### config.mk
export PLATFORM = sky130hd
export DESIGN_NAME = fct_plane_eval
export DESIGN_NICKNAME = d
export VERILOG_FILES = /design/src/rtl/fct_pkg.sv /design/src/rtl/fct_plane_eval.sv
export SDC_FILE = /design/constraint.sdc
export NUM_CORES = 2
export LEC_CHECK = 0
export ABC_AREA = 1
export BUFFER_PORTS_ARGS = -buffer_cell sky130_fd_sc_hd__buf_4
export CORE_AREA = 5 5 299 301
export CTS_CLUSTER_DIAMETER = 120
export DETAILED_ROUTE_END_ITERATION = 7
export DIE_AREA = 0 0 304 306
export PLACE_DENSITY = 0.77
export RECOVER_POWER = 25
export SLEW_MARGIN = 0
export SYNTH_ARGS = -nofsm -noshare
export SYNTH_HDL_FRONTEND = slang
export SYNTH_SLANG_ARGS = --single-unit
### constraint.sdc
create_clock -name clk_i -period 6 [get_ports clk_i]
set_input_delay 0 -clock clk_i [delete_from_list [all_inputs] [get_ports clk_i]]
set_output_delay 0 -clock clk_i [all_outputs]
set_load 0.05 [all_outputs]
### src/rtl/fct_pkg.sv
// Shared constants and types for the frustum culling test block.
`timescale 1ns / 1ps
`default_nettype none

package fct_pkg;

  // Parameter defaults for the top level.
  localparam int NumPlanesDef = 6;
  localparam int CoordWDef    = 16;

  // Plane register layout: a, b, c are Q1.14 and d is Q15.0 (integer coordinate units), 16 bits each.
  localparam int CoefW     = 16;
  localparam int CfgDataW  = 64;
  localparam int CfgIdxW   = 3;
  localparam int CoefAPos  = 48;
  localparam int CoefBPos  = 32;
  localparam int CoefCPos  = 16;
  localparam int CoefDPos  = 0;

  // Scaling of d and the radius to the units of the plane products.
  localparam int NormShift = 14;

  // Request kinds.
  typedef enum logic [1:0] {
    REQ_POINT  = 2'd0,
    REQ_SPHERE = 2'd1,
    REQ_BOX    = 2'd2,
    REQ_RSVD   = 2'd3
  } req_kind_e;

  // Pipeline control handed to every plane evaluator.
  typedef struct packed {
    logic advance;
    logic is_box;
  } pipe_ctl_t;

endpackage

`default_nettype wire

### src/rtl/fct_plane_eval.sv
// Three-stage evaluation of one clip plane against the current object.
`timescale 1ns / 1ps
`default_nettype none

module fct_plane_eval #(
  parameter int COORD_WIDTH = fct_pkg::CoordWDef
) (
  input  wire logic                              clk_i,
  input  wire fct_pkg::pipe_ctl_t                ctl_i,
  input  wire logic [fct_pkg::CfgDataW-1:0]      plane_i,
  input  wire logic signed [COORD_WIDTH-1:0]     min_x_i,
  input  wire logic signed [COORD_WIDTH-1:0]     min_y_i,
  input  wire logic signed [COORD_WIDTH-1:0]     min_z_i,
  input  wire logic signed [COORD_WIDTH-1:0]     max_x_i,
  input  wire logic signed [COORD_WIDTH-1:0]     max_y_i,
  input  wire logic signed [COORD_WIDTH-1:0]     max_z_i,
  input  wire logic [COORD_WIDTH-2:0]            radius_i,
  output logic                                   fail_o
);

  localparam int ProdW = fct_pkg::CoefW + COORD_WIDTH;
  localparam int OffsW = fct_pkg::CoefW + fct_pkg::NormShift;
  // The widest single term, plus room for the sum of five terms.
  localparam int TermW = (ProdW > OffsW) ? ProdW : OffsW;
  localparam int SumW  = TermW + 3;

  logic signed [fct_pkg::CoefW-1:0] coef_a, coef_b, coef_c, coef_d;
  logic signed [COORD_WIDTH-1:0]    sel_x, sel_y, sel_z;

  logic signed [ProdW-1:0] prod_x_d, prod_y_d, prod_z_d;
  logic signed [ProdW-1:0] prod_x_q, prod_y_q, prod_z_q;
  logic signed [SumW-1:0]  bias_d, bias_q;
  logic signed [SumW-1:0]  sum_xy_d, sum_xy_q, sum_zb_d, sum_zb_q;
  logic signed [SumW-1:0]  total;
  logic                    fail_d, fail_q;

  assign coef_a = plane_i[fct_pkg::CoefAPos +: fct_pkg::CoefW];
  assign coef_b = plane_i[fct_pkg::CoefBPos +: fct_pkg::CoefW];
  assign coef_c = plane_i[fct_pkg::CoefCPos +: fct_pkg::CoefW];
  assign coef_d = plane_i[fct_pkg::CoefDPos +: fct_pkg::CoefW];

  // Stage 1: for a box take the max corner on axes with a positive normal,
  // then form the three products and the scaled offset plus radius.
  assign sel_x = (ctl_i.is_box && (coef_a > 16'sd0)) ? max_x_i : min_x_i;
  assign sel_y = (ctl_i.is_box && (coef_b > 16'sd0)) ? max_y_i : min_y_i;
  assign sel_z = (ctl_i.is_box && (coef_c > 16'sd0)) ? max_z_i : min_z_i;

  assign prod_x_d = ProdW'(coef_a) * ProdW'(sel_x);
  assign prod_y_d = ProdW'(coef_b) * ProdW'(sel_y);
  assign prod_z_d = ProdW'(coef_c) * ProdW'(sel_z);
  assign bias_d   = $signed(SumW'(coef_d) <<< fct_pkg::NormShift)
                  + $signed(SumW'(radius_i) << fct_pkg::NormShift);

  // Stage 2: two partial sums.
  assign sum_xy_d = SumW'(prod_x_q) + SumW'(prod_y_q);
  assign sum_zb_d = SumW'(prod_z_q) + bias_q;

  // Stage 3: final sum; a negative value fails the plane.
  assign total  = sum_xy_q + sum_zb_q;
  assign fail_d = total[SumW-1];

  always_ff @(posedge clk_i) begin
    if (ctl_i.advance) begin
      prod_x_q <= prod_x_d;
      prod_y_q <= prod_y_d;
      prod_z_q <= prod_z_d;
      bias_q   <= bias_d;
      sum_xy_q <= sum_xy_d;
      sum_zb_q <= sum_zb_d;
      fail_q   <= fail_d;
    end
  end

  assign fail_o = fail_q;

endmodule

`default_nettype wire

==> flow_summary.ini <==
[run_status]
status = finished, violations left
violations = max-capacitance violations, max-slew violations

[setup_path]
critPathRequiredTime_ns = 6.21
crit_top_cell = fa_1
arrival_ns = 5.97
crit_fanout = 7
path_class = in2reg
max_stage_delay_ns = 0.58
crit_buf_inv = 7
cpMaxStageDelayCell = fa_1
cp-end-kind = flip-flop
worst_setup_path_start_kind = input port
critPathTopFamily = adder cells

[route]
ant_nets = 0
vias = 36500
detail_route.vias_per_cell = 5.26
drtIter0Drc = 2766
post-route-drc-count = 0
wirelength_um = 121000
post_drt_wl_per_cell_um = 17.4
dr.pass1.iters = 8

[timing]
drv_slew = 109
slew_headroom_pct = -258
tightest_slew_ns = 5.38
rsz0062_at_grt = yes
period_needed_ns = 5.76
fmax_mhz = 174
finalHoldViolCount = 0
worst_hold_slack_ns = 0.0447
setup_viol = 0
tns_ns = 0
clock_skew_ns = 0.0192
finalCritPeriodShare_pct = 96.0

[yosys]
syn_inst = 5228
synthDistinctLibCells = 43
avgSynthCellArea_um2 = 8.21
yosys.area.top_type = fa_1
synth-async-reset-ratio_pct = 0
synth.yosys.warnings = 0
syn-num-nets = 6539
synth_top_area_share_pct = 37.0
synth_edf_count = 182
synth_ff_type = edfxtp_1
yosys_register_bits = 182
seq_area_frac_synth_pct = 12.7
syn_area_um2 = 42900
yosys-top-cells-area = fa_1 (37%), edfxtp_1 (13%), inv_1 (12%)

[die]
die_x_um = 304
die_h_um = 306
start_util_pct = 49.7
dieArea_um2 = 93000
ioPinCount = 179
core_area_um2 = 86300
rows = 108

[clock_tree]
cts.path.max_buffers = 2
clock_sinks = 182
clkLatencyLatePin_ns = 0.46
clk_pin_slew_ns = 0.08
cts_htree_levels = 4
cts-root-buf = clkbuf_16
cts_tree = yes
numCtsBuffers = 17

[flow_run]
cap_viol_max_count = 1

[global_routing]
overflow = 0
grt_pass1_vias = 39000
track_usage_pct = 26.2
grt_start_max_net_pins = 109
grt_pass1_wl_um = 198000
antenna_found_initial = 1

[min_path]
min_path_type = in2reg

[placed_design]
place.gp.congestion = 0.993
io_buffer_count = 178
post-dp-hpwl_um = 106000

[cells_and_area]
final_common_cell = inv_1
final_nets = 7074
diodes = 0
area_growth_pct = 14.9
final_cell_mix = inv_1 (1325), fa_1 (792), nand2_1 (778)
drive_gt1_share_pct = 13.3
==> logic make-up after synthesis <==
group,count (synthesis),synth area share (%)
simple gates,2007,20.4
buf+inv,1467,13.5
fa+ha+maj,1133,46.9
compound gates,329,4.20
flops,182,12.7
xor+xnor,110,2.25
==> what timing repair did <==
action | 4_1_cts | 5_1_grt
hold endpoints to repair | 2 | 0
gates resized for setup | 0 | 19
setup endpoints to repair | 0 | 24
hold buffers | 3 | 0
buffers inserted | 0 | 5
==> through the flow <==
| stage | std cells | worst slack, ns | utilization [%] | instance area (um2) |
|---|---|---|---|---|
| after floorplan | 5228 | 0.177 | - | 42900 |
| after global placement | 6891 | -0.205 | 56.2 | 48600 |
| after detailed placement | 6891 | -0.266 | 56.2 | 48600 |
| after CTS | 6926 | 0.225 | 56.9 | 49200 |
| after global routing | 6931 | -0.0186 | 57.1 | 49300 |
| final | 6931 | 0.241 | 57.1 | 49300 |
==> state kept, by name (all words and copies together), names as in the netlist <==
register,count
prod_x_q,32
fail_o,1
sum_xy_q,33
bias_q,17
prod_z_q,32
prod_y_q,32
sum_zb_q,35
==> synthesized netlist by cell type, types with 37 or more instances <==
cell type and count:
xor2_1 85, nand2_2 37, nor2_1 554, o21ai_0 96, a21oi_1 179, fa_1 792
inv_1 1325, nand3_1 450, edfxtp_1 182, nand2_1 780, nand4_1 59, ha_1 341
==> layer usage <==
metal,up-vias,track usage [%],share of wire [%]
li1,16900,-,-
met1,17800,33.1,39
met2,1476,46.2,49
met3,315,3.54,7.2
met4,2,10.2,4.5
met5,-,0,0.011
==> final timing paths <==
check,from,endpoint,slack [ns],cells after the start
worst max-delay path,plane_i[24],prod_z_q[30]$_DFFE_PP_,0.24,25
worst min-delay path,radius_i[2],bias_q[16]$_DFFE_PP_,0.04,3
worst max register to register,bias_q[16]$_DFFE_PP_,sum_zb_q[23]$_DFFE_PP_,3.57,10
worst min register to register,prod_z_q[13]$_DFFE_PP_,sum_zb_q[13]$_DFFE_PP_,0.42,0
==> layout make-up <==
| cell class | instances | area (um2) |
|---|---|---|
| inverters | 1350 | 5070 |
| multi-input cells | 3579 | 31700 |
| fillers | 7741 | 37100 |
| flip-flops and latches | 182 | 5470 |
| well taps | 1155 | 1450 |
| clock inverters | 15 | 155 |
| clock buffers | 17 | 425 |
| repair buffers | 633 | 5010 |
==> worst reg2reg max path, delay by kind of cell, from the launching register on <==
kind	cells	cell delay, ns
DFF	1	0.46
adders and majority gates	1	0.39
AOI/OAI and AO/OA	1	0.56
and+or+nand+nor	8	0.77
Power is not shown: default switching activity piles up to over one toggle a cycle in this logic, so the estimate is an artifact.
